===== src/rtl/core/cgcs_pkg.sv =====
// ----------------------------------------------------------------------------
// cgcs_pkg: shared definitions of the charge grid cluster summary
// Widths, register codes, reset values, sequencer states and the structs that
// travel between the blocks of the design.
// ----------------------------------------------------------------------------
package cgcs_pkg;

  localparam int CHARGE_W    = 12;
  localparam int IDX_W       = 3;
  localparam int BOARD_W     = 2;
  localparam int PITCH_W     = 16;
  localparam int TOTAL_W     = 18;
  localparam int FIRED_W     = 7;
  localparam int MOMENT_W    = 40;
  localparam int CENT_W      = 15;
  localparam int PROD_W      = 32;
  localparam int MUL_A_W     = 28;
  localparam int DIVIDEND_W  = MOMENT_W - 5;
  localparam int DIV_CNT_W   = $clog2(CENT_W + 1);
  localparam int CFG_INDEX_W = 3;
  localparam int CFG_DATA_W  = 18;

  // Grid size; positions at or beyond it are ignored.
  localparam int GRID_ROWS = 8;
  localparam int GRID_COLS = 8;

  localparam logic [FIRED_W-1:0] FIRED_MAX = '1;

  // Configuration reset values.
  localparam logic [CHARGE_W-1:0] RST_FIRE_THRESHOLD   = 12'd10;
  localparam logic [PITCH_W-1:0]  RST_PITCH_ROW        = 16'd4864;
  localparam logic [PITCH_W-1:0]  RST_PITCH_COL        = 16'd6484;
  localparam logic [TOTAL_W-1:0]  RST_MUON_CHARGE_LOW  = 18'd4000;
  localparam logic [TOTAL_W-1:0]  RST_MUON_CHARGE_HIGH = 18'd4400;
  localparam logic [FIRED_W-1:0]  RST_MUON_FIRED_LOW   = 7'd4;
  localparam logic [FIRED_W-1:0]  RST_MUON_FIRED_HIGH  = 7'd7;

  typedef enum logic [CFG_INDEX_W-1:0] {
    CFG_FIRE_THRESHOLD   = 3'd0,
    CFG_PITCH_ROW        = 3'd1,
    CFG_PITCH_COL        = 3'd2,
    CFG_MUON_CHARGE_LOW  = 3'd3,
    CFG_MUON_CHARGE_HIGH = 3'd4,
    CFG_MUON_FIRED_LOW   = 3'd5,
    CFG_MUON_FIRED_HIGH  = 3'd6
  } cfg_idx_t;

  typedef struct packed {
    logic [CHARGE_W-1:0] fire_threshold;
    logic [PITCH_W-1:0]  pitch_row;
    logic [PITCH_W-1:0]  pitch_col;
    logic [TOTAL_W-1:0]  muon_charge_low;
    logic [TOTAL_W-1:0]  muon_charge_high;
    logic [FIRED_W-1:0]  muon_fired_low;
    logic [FIRED_W-1:0]  muon_fired_high;
  } cfg_regs_t;

  typedef struct packed {
    logic                  start;
    logic [DIVIDEND_W-1:0] dividend;
    logic [TOTAL_W-1:0]    divisor;
  } div_req_t;

  typedef struct packed {
    logic              done;
    logic [CENT_W-1:0] quot;
  } div_rsp_t;

  typedef enum logic [2:0] {
    ST_IDLE,
    ST_MUL_PITCH,
    ST_MUL_POS,
    ST_ACCUM,
    ST_DIV_START,
    ST_DIV_WAIT,
    ST_EMIT
  } state_t;

endpackage


===== src/rtl/core/cgcs_in_if.sv =====
// ----------------------------------------------------------------------------
// cgcs_in_if: channel charge input channel
// Valid/ready channel carrying one grid channel charge and its event tags.
// ----------------------------------------------------------------------------
interface cgcs_in_if;
  logic                          valid;
  logic                          ready;
  logic [cgcs_pkg::CHARGE_W-1:0] charge;
  logic [cgcs_pkg::IDX_W-1:0]    row;
  logic [cgcs_pkg::IDX_W-1:0]    col;
  logic                          last_channel;
  logic [cgcs_pkg::BOARD_W-1:0]  board_ok;
  logic                          timestamp_error;

  modport source (
    output valid, charge, row, col, last_channel, board_ok, timestamp_error,
    input  ready
  );
  modport sink (
    input  valid, charge, row, col, last_channel, board_ok, timestamp_error,
    output ready
  );
endinterface


===== src/rtl/core/cgcs_out_if.sv =====
// ----------------------------------------------------------------------------
// cgcs_out_if: event summary output channel
// Valid/ready channel carrying one summary per closed event.
// ----------------------------------------------------------------------------
interface cgcs_out_if;
  logic                          valid;
  logic                          ready;
  logic [cgcs_pkg::BOARD_W-1:0]  event_type;
  logic                          event_good;
  logic [cgcs_pkg::FIRED_W-1:0]  fired_count;
  logic [cgcs_pkg::TOTAL_W-1:0]  total_charge;
  logic [cgcs_pkg::CHARGE_W-1:0] max_charge;
  logic [cgcs_pkg::IDX_W-1:0]    max_row;
  logic [cgcs_pkg::IDX_W-1:0]    max_col;
  logic [cgcs_pkg::CENT_W-1:0]   centroid_row;
  logic [cgcs_pkg::CENT_W-1:0]   centroid_col;
  logic                          muon_candidate;

  modport source (
    output valid, event_type, event_good, fired_count, total_charge, max_charge,
           max_row, max_col, centroid_row, centroid_col, muon_candidate,
    input  ready
  );
  modport sink (
    input  valid, event_type, event_good, fired_count, total_charge, max_charge,
           max_row, max_col, centroid_row, centroid_col, muon_candidate,
    output ready
  );
endinterface


===== src/rtl/core/cgcs_cfg_if.sv =====
// ----------------------------------------------------------------------------
// cgcs_cfg_if: configuration write channel
// Valid/ready channel carrying a register index and its write data.
// ----------------------------------------------------------------------------
interface cgcs_cfg_if;
  logic                             valid;
  logic                             ready;
  logic [cgcs_pkg::CFG_INDEX_W-1:0] index;
  logic [cgcs_pkg::CFG_DATA_W-1:0]  data;

  modport source (output valid, index, data, input ready);
  modport sink   (input valid, index, data, output ready);
endinterface


===== src/rtl/core/cgcs_cfg_regs.sv =====
// ----------------------------------------------------------------------------
// cgcs_cfg_regs: configuration register file
// Holds the threshold, pitches and muon window limits; writes to an index
// beyond the register list are dropped.
// ----------------------------------------------------------------------------
module cgcs_cfg_regs (
  input  logic                clk,
  input  logic                rst_n,
  cgcs_cfg_if.sink            cfg_ch,
  output cgcs_pkg::cfg_regs_t regs_o
);

  cgcs_pkg::cfg_regs_t regs_r;
  cgcs_pkg::cfg_regs_t regs_nxt;

  assign cfg_ch.ready = 1'b1;
  assign regs_o       = regs_r;

  always_comb begin
    regs_nxt = regs_r;
    if (cfg_ch.valid) begin
      case (cgcs_pkg::cfg_idx_t'(cfg_ch.index))
        cgcs_pkg::CFG_FIRE_THRESHOLD:
          regs_nxt.fire_threshold = cfg_ch.data[cgcs_pkg::CHARGE_W-1:0];
        cgcs_pkg::CFG_PITCH_ROW:
          regs_nxt.pitch_row = cfg_ch.data[cgcs_pkg::PITCH_W-1:0];
        cgcs_pkg::CFG_PITCH_COL:
          regs_nxt.pitch_col = cfg_ch.data[cgcs_pkg::PITCH_W-1:0];
        cgcs_pkg::CFG_MUON_CHARGE_LOW:
          regs_nxt.muon_charge_low = cfg_ch.data[cgcs_pkg::TOTAL_W-1:0];
        cgcs_pkg::CFG_MUON_CHARGE_HIGH:
          regs_nxt.muon_charge_high = cfg_ch.data[cgcs_pkg::TOTAL_W-1:0];
        cgcs_pkg::CFG_MUON_FIRED_LOW:
          regs_nxt.muon_fired_low = cfg_ch.data[cgcs_pkg::FIRED_W-1:0];
        cgcs_pkg::CFG_MUON_FIRED_HIGH:
          regs_nxt.muon_fired_high = cfg_ch.data[cgcs_pkg::FIRED_W-1:0];
        default: ;
      endcase
    end
  end

  always_ff @(posedge clk) begin
    if (!rst_n) begin
      regs_r.fire_threshold   <= cgcs_pkg::RST_FIRE_THRESHOLD;
      regs_r.pitch_row        <= cgcs_pkg::RST_PITCH_ROW;
      regs_r.pitch_col        <= cgcs_pkg::RST_PITCH_COL;
      regs_r.muon_charge_low  <= cgcs_pkg::RST_MUON_CHARGE_LOW;
      regs_r.muon_charge_high <= cgcs_pkg::RST_MUON_CHARGE_HIGH;
      regs_r.muon_fired_low   <= cgcs_pkg::RST_MUON_FIRED_LOW;
      regs_r.muon_fired_high  <= cgcs_pkg::RST_MUON_FIRED_HIGH;
    end else begin
      regs_r <= regs_nxt;
    end
  end

endmodule


===== src/rtl/core/cgcs_mul.sv =====
// ----------------------------------------------------------------------------
// cgcs_mul: shared registered multiplier
// One multiplier used for both the pitch product and the position weight of
// both axes; the product is registered before any further use.
// ----------------------------------------------------------------------------
module cgcs_mul (
  input  logic                          clk,
  input  logic                          en_i,
  input  logic [cgcs_pkg::MUL_A_W-1:0]  a_i,
  input  logic [cgcs_pkg::PITCH_W-1:0]  b_i,
  output logic [cgcs_pkg::PROD_W-1:0]   p_o
);

  logic [cgcs_pkg::MUL_A_W+cgcs_pkg::PITCH_W-1:0] full;
  logic [cgcs_pkg::PROD_W-1:0]                     p_r;

  // The moment term never exceeds 32 bits, so the upper bits are always zero.
  assign full = a_i * b_i;
  assign p_o  = p_r;

  always_ff @(posedge clk) begin
    if (en_i) begin
      p_r <= full[cgcs_pkg::PROD_W-1:0];
    end
  end

endmodule


===== src/rtl/core/cgcs_div.sv =====
// ----------------------------------------------------------------------------
// cgcs_div: radix-2 restoring divider for the centroid
// Divides a moment (already scaled by 1/32) by the total charge, one quotient
// bit per cycle, with saturation and a zero divisor handled at start.
// ----------------------------------------------------------------------------
module cgcs_div (
  input  logic               clk,
  input  logic               rst_n,
  input  cgcs_pkg::div_req_t req_i,
  output cgcs_pkg::div_rsp_t rsp_o
);

  localparam int HI_W = cgcs_pkg::DIVIDEND_W - cgcs_pkg::CENT_W;

  logic                            busy_r;
  logic                            done_r;
  logic [cgcs_pkg::DIV_CNT_W-1:0]  cnt_r;
  logic [cgcs_pkg::TOTAL_W-1:0]    rem_r;
  logic [cgcs_pkg::TOTAL_W-1:0]    d_r;
  logic [cgcs_pkg::CENT_W-1:0]     lo_r;
  logic [cgcs_pkg::CENT_W-1:0]     q_r;

  logic [HI_W-1:0]                 hi;
  logic                            sat;
  logic [cgcs_pkg::TOTAL_W:0]      trial;
  logic [cgcs_pkg::TOTAL_W:0]      diff;
  logic                            ge;

  // When the upper dividend bits reach the divisor the quotient needs more
  // than fifteen bits and saturates.
  assign hi    = req_i.dividend[cgcs_pkg::DIVIDEND_W-1:cgcs_pkg::CENT_W];
  assign sat   = hi >= HI_W'(req_i.divisor);
  assign trial = {rem_r, lo_r[cgcs_pkg::CENT_W-1]};
  assign diff  = trial - {1'b0, d_r};
  assign ge    = trial >= {1'b0, d_r};

  assign rsp_o.done = done_r;
  assign rsp_o.quot = q_r;

  always_ff @(posedge clk) begin
    if (!rst_n) begin
      busy_r <= 1'b0;
      done_r <= 1'b0;
      cnt_r  <= '0;
    end else begin
      done_r <= 1'b0;
      if (req_i.start) begin
        if (req_i.divisor == '0) begin
          done_r <= 1'b1;
          busy_r <= 1'b0;
        end else if (sat) begin
          done_r <= 1'b1;
          busy_r <= 1'b0;
        end else begin
          busy_r <= 1'b1;
          cnt_r  <= cgcs_pkg::DIV_CNT_W'(cgcs_pkg::CENT_W);
        end
      end else if (busy_r) begin
        cnt_r <= cnt_r - 1'b1;
        if (cnt_r == cgcs_pkg::DIV_CNT_W'(1)) begin
          busy_r <= 1'b0;
          done_r <= 1'b1;
        end
      end
    end
  end

  always_ff @(posedge clk) begin
    if (req_i.start) begin
      d_r   <= req_i.divisor;
      rem_r <= hi[cgcs_pkg::TOTAL_W-1:0];
      lo_r  <= req_i.dividend[cgcs_pkg::CENT_W-1:0];
      if (req_i.divisor == '0) begin
        q_r <= '0;
      end else if (sat) begin
        q_r <= '1;
      end else begin
        q_r <= '0;
      end
    end else if (busy_r) begin
      rem_r <= ge ? diff[cgcs_pkg::TOTAL_W-1:0] : trial[cgcs_pkg::TOTAL_W-1:0];
      lo_r  <= {lo_r[cgcs_pkg::CENT_W-2:0], 1'b0};
      q_r   <= {q_r[cgcs_pkg::CENT_W-2:0], ge};
    end
  end

endmodule


===== src/rtl/core/charge_grid_cluster_summary.sv =====
// ----------------------------------------------------------------------------
// charge_grid_cluster_summary: cluster summary for a grid of sensor channels
// Accumulates fired count, total charge, pitch-weighted moments and the first
// maximum over an event, and emits one summary with centroids per event.
// ----------------------------------------------------------------------------
//
//   Channel  Dir  Handshake     Transaction content
//   in_ch    in   valid/ready   charge, row, col, last_channel, board_ok,
//                               timestamp_error
//   out_ch   out  valid/ready   event summary (type, good, sums, max, centroids,
//                               muon flag)
//   cfg_ch   in   valid/ready   register index and write data, always ready
//
// A non-last channel below threshold or outside the grid leaves the block in
// idle. For a fired channel the one shared multiplier forms charge * pitch and
// then the position weight, once for each axis, before each moment is added.
// The last channel adds an emit step, and a good event also the two centroid
// divisions before it, which share one radix-2 divider: a start step, fifteen
// bit steps and a done step each, or only start and done when the total is zero
// or the quotient saturates. The emit step repeats while the previous summary
// still waits in the output register.
// Reset is synchronous and active low; it clears all accumulators and loads
// the configuration defaults. A stalled output holds its summary in the output
// register; the block keeps accepting channels until the next summary is due.
//
module charge_grid_cluster_summary (
  input  logic       clk,
  input  logic       rst_n,
  cgcs_in_if.sink    in_ch,
  cgcs_out_if.source out_ch,
  cgcs_cfg_if.sink   cfg_ch
);

  cgcs_pkg::cfg_regs_t cfg;
  cgcs_pkg::state_t    state_r;
  cgcs_pkg::state_t    state_nxt;

  // Latched channel transaction.
  logic [cgcs_pkg::CHARGE_W-1:0] charge_r;
  logic [cgcs_pkg::IDX_W-1:0]    row_r;
  logic [cgcs_pkg::IDX_W-1:0]    col_r;
  logic                          last_r;
  logic [cgcs_pkg::BOARD_W-1:0]  board_r;
  logic                          ts_err_r;

  // Axis select: 0 works on rows, 1 on columns (moments and centroids).
  logic axis_r;
  logic axis_nxt;

  // Event accumulators.
  logic [cgcs_pkg::FIRED_W-1:0]  fired_acc_r,    fired_acc_nxt;
  logic [cgcs_pkg::TOTAL_W-1:0]  charge_acc_r,   charge_acc_nxt;
  logic [cgcs_pkg::MOMENT_W-1:0] row_mom_r,      row_mom_nxt;
  logic [cgcs_pkg::MOMENT_W-1:0] col_mom_r,      col_mom_nxt;
  logic [cgcs_pkg::CHARGE_W-1:0] max_seen_r,     max_seen_nxt;
  logic [cgcs_pkg::IDX_W-1:0]    max_row_r,      max_row_nxt;
  logic [cgcs_pkg::IDX_W-1:0]    max_col_r,      max_col_nxt;
  logic [cgcs_pkg::CENT_W-1:0]   cent_row_r;
  logic [cgcs_pkg::CENT_W-1:0]   cent_col_r;

  // Output register.
  logic                          out_valid_r;
  logic [cgcs_pkg::BOARD_W-1:0]  o_type_r;
  logic                          o_good_r;
  logic [cgcs_pkg::FIRED_W-1:0]  o_fired_r;
  logic [cgcs_pkg::TOTAL_W-1:0]  o_total_r;
  logic [cgcs_pkg::CHARGE_W-1:0] o_max_r;
  logic [cgcs_pkg::IDX_W-1:0]    o_max_row_r;
  logic [cgcs_pkg::IDX_W-1:0]    o_max_col_r;
  logic [cgcs_pkg::CENT_W-1:0]   o_cent_row_r;
  logic [cgcs_pkg::CENT_W-1:0]   o_cent_col_r;
  logic                          o_muon_r;

  // Sequencer outputs.
  logic                          in_take;
  logic                          mul_en;
  logic [cgcs_pkg::MUL_A_W-1:0]  mul_a;
  logic [cgcs_pkg::PITCH_W-1:0]  mul_b;
  logic [cgcs_pkg::PROD_W-1:0]   mul_p;
  logic                          acc_upd;
  logic                          emit;
  logic                          out_free;
  cgcs_pkg::div_req_t            div_req;
  cgcs_pkg::div_rsp_t            div_rsp;

  logic                          in_fired;
  logic                          muon;
  logic [cgcs_pkg::MOMENT_W:0]   mom_sum;
  logic [cgcs_pkg::TOTAL_W:0]    charge_sum;

  cgcs_cfg_regs u_cfg (
    .clk    (clk),
    .rst_n  (rst_n),
    .cfg_ch (cfg_ch),
    .regs_o (cfg)
  );

  cgcs_mul u_mul (
    .clk  (clk),
    .en_i (mul_en),
    .a_i  (mul_a),
    .b_i  (mul_b),
    .p_o  (mul_p)
  );

  cgcs_div u_div (
    .clk   (clk),
    .rst_n (rst_n),
    .req_i (div_req),
    .rsp_o (div_rsp)
  );

  // A channel fires when it lies inside the grid and reaches the threshold.
  assign in_fired = (7'(in_ch.row) < 7'(cgcs_pkg::GRID_ROWS)) &&
                    (7'(in_ch.col) < 7'(cgcs_pkg::GRID_COLS)) &&
                    (in_ch.charge >= cfg.fire_threshold);

  assign in_ch.ready = (state_r == cgcs_pkg::ST_IDLE);
  assign in_take     = in_ch.valid && in_ch.ready;
  assign out_free    = !out_valid_r || out_ch.ready;

  // Next state.
  always_comb begin
    state_nxt = state_r;
    axis_nxt  = axis_r;
    case (state_r)
      cgcs_pkg::ST_IDLE: begin
        axis_nxt = 1'b0;
        if (in_take) begin
          if (in_fired) begin
            state_nxt = cgcs_pkg::ST_MUL_PITCH;
          end else if (in_ch.last_channel) begin
            state_nxt = in_ch.timestamp_error ? cgcs_pkg::ST_EMIT
                                              : cgcs_pkg::ST_DIV_START;
          end
        end
      end
      cgcs_pkg::ST_MUL_PITCH: begin
        state_nxt = cgcs_pkg::ST_MUL_POS;
      end
      cgcs_pkg::ST_MUL_POS: begin
        state_nxt = cgcs_pkg::ST_ACCUM;
      end
      cgcs_pkg::ST_ACCUM: begin
        axis_nxt = !axis_r;
        if (!axis_r) begin
          state_nxt = cgcs_pkg::ST_MUL_PITCH;
        end else if (last_r) begin
          state_nxt = ts_err_r ? cgcs_pkg::ST_EMIT : cgcs_pkg::ST_DIV_START;
        end else begin
          state_nxt = cgcs_pkg::ST_IDLE;
        end
      end
      cgcs_pkg::ST_DIV_START: begin
        state_nxt = cgcs_pkg::ST_DIV_WAIT;
      end
      cgcs_pkg::ST_DIV_WAIT: begin
        if (div_rsp.done) begin
          if (!axis_r) begin
            axis_nxt  = 1'b1;
            state_nxt = cgcs_pkg::ST_DIV_START;
          end else begin
            state_nxt = cgcs_pkg::ST_EMIT;
          end
        end
      end
      cgcs_pkg::ST_EMIT: begin
        if (out_free) begin
          state_nxt = cgcs_pkg::ST_IDLE;
        end
      end
      default: begin
        state_nxt = cgcs_pkg::ST_IDLE;
      end
    endcase
  end

  // Sequencer outputs: operand steering for the shared units.
  always_comb begin
    mul_en           = 1'b0;
    mul_a            = {{(cgcs_pkg::MUL_A_W-cgcs_pkg::CHARGE_W){1'b0}}, charge_r};
    mul_b            = axis_r ? cfg.pitch_col : cfg.pitch_row;
    acc_upd          = 1'b0;
    emit             = 1'b0;
    div_req.start    = 1'b0;
    div_req.dividend = axis_r ? col_mom_r[cgcs_pkg::MOMENT_W-1:5]
                              : row_mom_r[cgcs_pkg::MOMENT_W-1:5];
    div_req.divisor  = charge_acc_r;
    case (state_r)
      cgcs_pkg::ST_MUL_PITCH: begin
        mul_en = 1'b1;
      end
      cgcs_pkg::ST_MUL_POS: begin
        // Position weight 2 * index + 1, in half-pitch units.
        mul_en = 1'b1;
        mul_a  = mul_p[cgcs_pkg::MUL_A_W-1:0];
        mul_b  = {{(cgcs_pkg::PITCH_W-cgcs_pkg::IDX_W-1){1'b0}},
                  (axis_r ? col_r : row_r), 1'b1};
      end
      cgcs_pkg::ST_ACCUM: begin
        acc_upd = 1'b1;
      end
      cgcs_pkg::ST_DIV_START: begin
        div_req.start = 1'b1;
      end
      cgcs_pkg::ST_EMIT: begin
        emit = out_free;
      end
      default: ;
    endcase
  end

  // Accumulator next values, with saturation on every sum.
  assign mom_sum    = {1'b0, (axis_r ? col_mom_r : row_mom_r)} +
                      (cgcs_pkg::MOMENT_W+1)'(mul_p);
  assign charge_sum = {1'b0, charge_acc_r} + (cgcs_pkg::TOTAL_W+1)'(charge_r);

  always_comb begin
    fired_acc_nxt  = fired_acc_r;
    charge_acc_nxt = charge_acc_r;
    row_mom_nxt    = row_mom_r;
    col_mom_nxt    = col_mom_r;
    max_seen_nxt   = max_seen_r;
    max_row_nxt    = max_row_r;
    max_col_nxt    = max_col_r;
    if (emit) begin
      fired_acc_nxt  = '0;
      charge_acc_nxt = '0;
      row_mom_nxt    = '0;
      col_mom_nxt    = '0;
      max_seen_nxt   = '0;
      max_row_nxt    = '0;
      max_col_nxt    = '0;
    end else if (acc_upd) begin
      if (!axis_r) begin
        if (fired_acc_r != cgcs_pkg::FIRED_MAX) begin
          fired_acc_nxt = fired_acc_r + 1'b1;
        end
        charge_acc_nxt = charge_sum[cgcs_pkg::TOTAL_W] ? '1
                                                       : charge_sum[cgcs_pkg::TOTAL_W-1:0];
        row_mom_nxt    = mom_sum[cgcs_pkg::MOMENT_W] ? '1
                                                     : mom_sum[cgcs_pkg::MOMENT_W-1:0];
        // Strictly greater keeps the first maximum on ties.
        if (charge_r > max_seen_r) begin
          max_seen_nxt = charge_r;
          max_row_nxt  = row_r;
          max_col_nxt  = col_r;
        end
      end else begin
        col_mom_nxt = mom_sum[cgcs_pkg::MOMENT_W] ? '1
                                                  : mom_sum[cgcs_pkg::MOMENT_W-1:0];
      end
    end
  end

  assign muon = (charge_acc_r > cfg.muon_charge_low) &&
                (charge_acc_r < cfg.muon_charge_high) &&
                (fired_acc_r > cfg.muon_fired_low) &&
                (fired_acc_r < cfg.muon_fired_high);

  // Control registers.
  always_ff @(posedge clk) begin
    if (!rst_n) begin
      state_r      <= cgcs_pkg::ST_IDLE;
      axis_r       <= 1'b0;
      out_valid_r  <= 1'b0;
      fired_acc_r  <= '0;
      charge_acc_r <= '0;
      row_mom_r    <= '0;
      col_mom_r    <= '0;
      max_seen_r   <= '0;
      max_row_r    <= '0;
      max_col_r    <= '0;
    end else begin
      state_r      <= state_nxt;
      axis_r       <= axis_nxt;
      fired_acc_r  <= fired_acc_nxt;
      charge_acc_r <= charge_acc_nxt;
      row_mom_r    <= row_mom_nxt;
      col_mom_r    <= col_mom_nxt;
      max_seen_r   <= max_seen_nxt;
      max_row_r    <= max_row_nxt;
      max_col_r    <= max_col_nxt;
      if (emit) begin
        out_valid_r <= 1'b1;
      end else if (out_ch.ready) begin
        out_valid_r <= 1'b0;
      end
    end
  end

  // Payload registers: input latch, centroids and the output summary.
  always_ff @(posedge clk) begin
    if (in_take) begin
      charge_r <= in_ch.charge;
      row_r    <= in_ch.row;
      col_r    <= in_ch.col;
      last_r   <= in_ch.last_channel;
      board_r  <= in_ch.board_ok;
      ts_err_r <= in_ch.timestamp_error;
    end
    if (state_r == cgcs_pkg::ST_DIV_WAIT && div_rsp.done) begin
      if (axis_r) begin
        cent_col_r <= div_rsp.quot;
      end else begin
        cent_row_r <= div_rsp.quot;
      end
    end
    if (emit) begin
      o_type_r <= board_r;
      if (ts_err_r) begin
        // Bad event: everything but the event type reads zero.
        o_good_r     <= 1'b0;
        o_fired_r    <= '0;
        o_total_r    <= '0;
        o_max_r      <= '0;
        o_max_row_r  <= '0;
        o_max_col_r  <= '0;
        o_cent_row_r <= '0;
        o_cent_col_r <= '0;
        o_muon_r     <= 1'b0;
      end else begin
        o_good_r     <= 1'b1;
        o_fired_r    <= fired_acc_r;
        o_total_r    <= charge_acc_r;
        o_max_r      <= max_seen_r;
        o_max_row_r  <= max_row_r;
        o_max_col_r  <= max_col_r;
        o_cent_row_r <= cent_row_r;
        o_cent_col_r <= cent_col_r;
        o_muon_r     <= muon;
      end
    end
  end

  assign out_ch.valid          = out_valid_r;
  assign out_ch.event_type     = o_type_r;
  assign out_ch.event_good     = o_good_r;
  assign out_ch.fired_count    = o_fired_r;
  assign out_ch.total_charge   = o_total_r;
  assign out_ch.max_charge     = o_max_r;
  assign out_ch.max_row        = o_max_row_r;
  assign out_ch.max_col        = o_max_col_r;
  assign out_ch.centroid_row   = o_cent_row_r;
  assign out_ch.centroid_col   = o_cent_col_r;
  assign out_ch.muon_candidate = o_muon_r;

endmodule

===== src/flat_wrapper.sv =====
// flat-port wrapper written by rule: the top's interface ports become plain ports
module charge_grid_cluster_summary_flat 
  (clk, rst_n, in_ch_valid, in_ch_charge, in_ch_row, in_ch_col, in_ch_last_channel, in_ch_board_ok, in_ch_timestamp_error, in_ch_ready, out_ch_valid, out_ch_event_type, out_ch_event_good, out_ch_fired_count, out_ch_total_charge, out_ch_max_charge, out_ch_max_row, out_ch_max_col, out_ch_centroid_row, out_ch_centroid_col, out_ch_muon_candidate, out_ch_ready, cfg_ch_valid, cfg_ch_index, cfg_ch_data, cfg_ch_ready);
  cgcs_in_if in_ch_i ();
  cgcs_out_if out_ch_i ();
  cgcs_cfg_if cfg_ch_i ();
  input  logic clk;
  input  logic rst_n;
  input wire logic [$bits(in_ch_i.valid)-1:0] in_ch_valid;
  input wire logic [$bits(in_ch_i.charge)-1:0] in_ch_charge;
  input wire logic [$bits(in_ch_i.row)-1:0] in_ch_row;
  input wire logic [$bits(in_ch_i.col)-1:0] in_ch_col;
  input wire logic [$bits(in_ch_i.last_channel)-1:0] in_ch_last_channel;
  input wire logic [$bits(in_ch_i.board_ok)-1:0] in_ch_board_ok;
  input wire logic [$bits(in_ch_i.timestamp_error)-1:0] in_ch_timestamp_error;
  output wire logic [$bits(in_ch_i.ready)-1:0] in_ch_ready;
  output wire logic [$bits(out_ch_i.valid)-1:0] out_ch_valid;
  output wire logic [$bits(out_ch_i.event_type)-1:0] out_ch_event_type;
  output wire logic [$bits(out_ch_i.event_good)-1:0] out_ch_event_good;
  output wire logic [$bits(out_ch_i.fired_count)-1:0] out_ch_fired_count;
  output wire logic [$bits(out_ch_i.total_charge)-1:0] out_ch_total_charge;
  output wire logic [$bits(out_ch_i.max_charge)-1:0] out_ch_max_charge;
  output wire logic [$bits(out_ch_i.max_row)-1:0] out_ch_max_row;
  output wire logic [$bits(out_ch_i.max_col)-1:0] out_ch_max_col;
  output wire logic [$bits(out_ch_i.centroid_row)-1:0] out_ch_centroid_row;
  output wire logic [$bits(out_ch_i.centroid_col)-1:0] out_ch_centroid_col;
  output wire logic [$bits(out_ch_i.muon_candidate)-1:0] out_ch_muon_candidate;
  input wire logic [$bits(out_ch_i.ready)-1:0] out_ch_ready;
  input wire logic [$bits(cfg_ch_i.valid)-1:0] cfg_ch_valid;
  input wire logic [$bits(cfg_ch_i.index)-1:0] cfg_ch_index;
  input wire logic [$bits(cfg_ch_i.data)-1:0] cfg_ch_data;
  output wire logic [$bits(cfg_ch_i.ready)-1:0] cfg_ch_ready;
  assign in_ch_i.valid = in_ch_valid;
  assign in_ch_i.charge = in_ch_charge;
  assign in_ch_i.row = in_ch_row;
  assign in_ch_i.col = in_ch_col;
  assign in_ch_i.last_channel = in_ch_last_channel;
  assign in_ch_i.board_ok = in_ch_board_ok;
  assign in_ch_i.timestamp_error = in_ch_timestamp_error;
  assign in_ch_ready = in_ch_i.ready;
  assign out_ch_valid = out_ch_i.valid;
  assign out_ch_event_type = out_ch_i.event_type;
  assign out_ch_event_good = out_ch_i.event_good;
  assign out_ch_fired_count = out_ch_i.fired_count;
  assign out_ch_total_charge = out_ch_i.total_charge;
  assign out_ch_max_charge = out_ch_i.max_charge;
  assign out_ch_max_row = out_ch_i.max_row;
  assign out_ch_max_col = out_ch_i.max_col;
  assign out_ch_centroid_row = out_ch_i.centroid_row;
  assign out_ch_centroid_col = out_ch_i.centroid_col;
  assign out_ch_muon_candidate = out_ch_i.muon_candidate;
  assign out_ch_i.ready = out_ch_ready;
  assign cfg_ch_i.valid = cfg_ch_valid;
  assign cfg_ch_i.index = cfg_ch_index;
  assign cfg_ch_i.data = cfg_ch_data;
  assign cfg_ch_ready = cfg_ch_i.ready;
  charge_grid_cluster_summary u_core (.clk(clk), .rst_n(rst_n), .in_ch(in_ch_i), .out_ch(out_ch_i), .cfg_ch(cfg_ch_i));
endmodule

===== config.mk =====
export PLATFORM = sky130hd
export DESIGN_NAME = charge_grid_cluster_summary_flat
export DESIGN_NICKNAME = d
export VERILOG_FILES = /design/src/rtl/core/cgcs_pkg.sv /design/src/rtl/core/cgcs_in_if.sv /design/src/rtl/core/cgcs_out_if.sv /design/src/rtl/core/cgcs_cfg_if.sv /design/src/rtl/core/cgcs_cfg_regs.sv /design/src/rtl/core/cgcs_mul.sv /design/src/rtl/core/cgcs_div.sv /design/src/rtl/core/charge_grid_cluster_summary.sv /design/src/flat_wrapper.sv
export SDC_FILE = /design/constraint.sdc
export NUM_CORES = 2
export LEC_CHECK = 0
export BUFFER_PORTS_ARGS = -buffer_cell sky130_fd_sc_hd__buf_2
export CORE_MARGIN = 2
export CORE_UTILIZATION = 41
export CTS_CLUSTER_DIAMETER = 60
export CTS_CLUSTER_SIZE = 24
export DETAILED_ROUTE_END_ITERATION = 10
export PLACE_DENSITY = 0.61
export SLEW_MARGIN = 20
export SYNTH_ARGS = -nofsm -noshare
export SYNTH_HDL_FRONTEND = slang
export SYNTH_SLANG_ARGS = --single-unit

===== constraint.sdc =====
create_clock -name clk -period 6.9 [get_ports clk]
set_input_delay 1.38 -clock clk [delete_from_list [all_inputs] [get_ports clk]]
set_output_delay 1.38 -clock clk [all_outputs]
set_load 0.02 [all_outputs]

==> results.cfg <==
[detailed_routing]
avgViaCountPerCell = 5.16
top_layer = met5
first_iter_violations = 1898
vias = 25442
drt-met1-wl_um = 41900
route.met2.wl_um = 42900
ant_nets = 0
drc_errors = 0
wirelength_um = 92500
routed_wire_length_per_instance_um = 18.8
drtPass1Iterations = 5
wl_met3_um = 5170

[power_and_ir_drop]
leakage_uw = 0.0173
power_density_mw_per_mm2 = 428
ir_worst_vdd_uv = 611

[clocking]
cts_tree = done
cts_made_buffers = 31
worstSkewPairLatency_ns = 0.64
clockBufferDepth = 3
h-tree-depth = 1
root_buffer = clkbuf_16
clk_transition_reported_paths_ns = 0.09
cts_sinks = 455

[timing]
fin_skew_ns = 0.0251
slew_headroom = 0.313
max_freq_mhz = 146
period_share = 0.991
setup_viol = 0
hold_viol = 0
rsz0062_at_grt = true
slew_viol_final = 0
worst_pin_slew_ns = 1.03
hold_slack_ns = 0.426
period_needed_ns = 6.84
fin_ws_ns = 0.0647

[min_path]
hp-start = u_core.board_r[1]
holdPathEnd = u_core.out_ch.event_type[1]
hold_depth = 0
hold_path.class = flop to flop

[yosys]
yosysMostFrequentCell = inv_1
synth_flop_cell = dfxtp_1
yosysSeqAreaShare = 0.342
synth_top_cell_area_share = 0.205
synth-seq-cells = 455
ys_top_cells_by_count = inv_1 (493), nand2_1 (464), fa_1 (302)
async_reset_ff_frac = 0
synth-edff-count = 227
netlist_instances = 3479
ys_warn_count = 0
yosys.cell_types.count = 85
synth_area_mm2 = 0.0332
yosysTopAreaCell = edfxtp_1
synth_area_per_cell_um2 = 9.56
synthTopCellsByArea = edfxtp_1 (21%), fa_1 (18%), dfxtp_1 (14%)

[worst_setup_path]
crit_slowest_cell = fa_1
crit_top_cell = fa_1
cp_max_fo = 8
start_kind = flop
path_cells = buf_12 -> buf_4 -> mux2_4 -> and3_4 -> fa_1 -> inv_1 -> fa_1 -> inv_1 -> fa_1 -> fa_1 -> fa_1 -> inv_1 -> fa_1 -> inv_1 -> ha_4 -> and3_4 -> a221oi_4 -> a21oi_2 -> or4_4 -> and4_4 -> a311oi_2 -> o21bai_1 -> a21oi_1 -> xnor2_1
cpPeakStageDelay_ns = 0.54
worstSetupPathType = flop to flop
critical_path.reg2reg.startpoint = u_core.axis_r
reg2regPathDepth = 24
required_ns = 7.28
regToRegSetupSlack_ns = 0.06
path_buf_inv = 6
critPathTopFamily = adder cells
end_kind = flop
arrival_ns = 7.22
r2r-end = u_core.u_mul.p_o[31]

[placement]
place.detailed.hpwl_um = 72500
pre_cts_ws_ns = -0.225
placed_area_mm2 = 0.0367
portBuffers = 126
gp_congestion = 0.939

[layout]
synthToLayoutAreaGrowth_pct = 16.2
design_area_mm2 = 0.0386
layout.nets = 4420
drive_gt1_frac = 0.154

[floorplan]
io_pins = 128
die_h_um = 289
dieArea_mm2 = 0.0834
core_area_mm2 = 0.0804
rows = 104
die_x_um = 289
start_util = 0.413

[grt]
first_global_vias = 24626
antenna_found_initial = 4
grt-ovfl-total = 0
grt_usage = 0.220
grt_pass1_wl_um = 142000
grt_max_degree = 71

[flow_run]
maxCapViolations = 0

[status]
outcome = completed
## cells in the final DEF, fill, tap and decap left out, types with 126 or more instances in the layout
| master | instances |
|---|---|
| inv_1 | 482 |
| nand2_1 | 447 |
| fa_1 | 293 |
| nor2_1 | 264 |
| edfxtp_1 | 227 |
| dfxtp_1 | 225 |
| ha_1 | 216 |
| a21oi_1 | 211 |
| buf_4 | 202 |
| buf_2 | 126 |
## timing repair
action                                  4_1_cts  5_1_grt
endpoints found under the setup margin        4        9
hold buffers                                  0        0
pin swaps                                    12       84
setup buffers                                 1       24
gates cloned                                  1        2
resized for setup                            37       92
## per-layer routing
layer | up-vias | track usage
li1 | 12190 | -
met1 | 12445 | 0.315
met2 | 668 | 0.354
met3 | 133 | 0.0276
met4 | 6 | 0.0572
met5 | - | 0
## logic make-up (layout without fill, tap and decap cells)
kind of cell / after synthesis / count (layout) / synth area share
muxes: 85 / 85 / 0.0269
buffers and inverters: 626 / 905 / 0.0739
xor gates and xnor gates: 97 / 97 / 0.0256
DFF: 455 / 455 / 0.342
AOI/OAI and AO/OA: 640 / 640 / 0.125
other: 2 / 116 / 0.000226
and+or+nand+nor: 1048 / 1048 / 0.140
adders and majority gates: 526 / 526 / 0.266
## final cells by class
| type | count | area (µm²) |
|---|---|---|
| Antenna cell | 1 | 2.50 |
| Clock buffer | 33 | 783 |
| Clock inverter | 25 | 389 |
| Fill cell | 7656 | 41800 |
| Inverter | 494 | 1850 |
| Multi-Input combinational cell | 2511 | 20300 |
| Sequential cell | 455 | 11400 |
| Tap cell | 1060 | 1330 |
| Timing Repair Buffer | 353 | 2550 |
## how the worst max path moves through the flow
| stage | start | cells past startpoint | slack [ns] | endpoint |
|---|---|---|---|---|
| final | u_core.axis_r | 24 | 0.06 | u_core.u_mul.p_o[31] |
| after global placement | u_core.state_r[2] | 26 | -0.19 | u_core.u_mul.p_o[31] |
| after floorplan | u_core.axis_r | 28 | 0.002 | u_core.u_mul.p_o[31] |
| after detailed placement | u_core.state_r[0] | 26 | -0.23 | u_core.u_mul.p_o[31] |
| after CTS | u_core.axis_r | 23 | -0.006 | u_core.u_mul.p_o[31] |
| after global routing | u_core.state_r[0] | 28 | -0.17 | u_core.u_mul.p_o[31] |
## registers in the layout, summed over array words and instances, names as in the netlist, 18 cells and up
| signal | cells |
|---|---|
| u_core.u_cfg.regs_o | 94 |
| u_core.u_mul.p_o | 32 |
| u_core.out_ch.total_charge | 18 |
| u_core.charge_acc_r | 18 |
| u_core.row_mom_r | 40 |
| u_core.u_div.rem_r | 18 |
| u_core.u_div.d_r | 18 |
| u_core.col_mom_r | 40 |
## stage by stage
| step | TNS (ns) | utilization | power [µW] | cells |
|---|---|---|---|---|
| 2_1_floorplan | 0 | - | 10500 | 3592 |
| 3_3_place_gp | -0.485 | 0.456 | 13400 | 4845 |
| 3_5_place_dp | -0.613 | 0.457 | 13400 | 4845 |
| 4_1_cts | -0.00634 | 0.473 | 15800 | 4905 |
| 5_1_grt | -0.304 | 0.481 | 18000 | 4931 |
| 6_report | 0 | 0.481 | 16500 | 4932 |
## where the power goes
part	internal, µW	switching [µW]	leakage, µW	total (µW)
logic	4880	5780	0.0127	10700
registers	3490	231	0.00400	3720
clock network	1040	1100	0.000559	2140
Note: power is estimated with default switching activity, not from simulation.
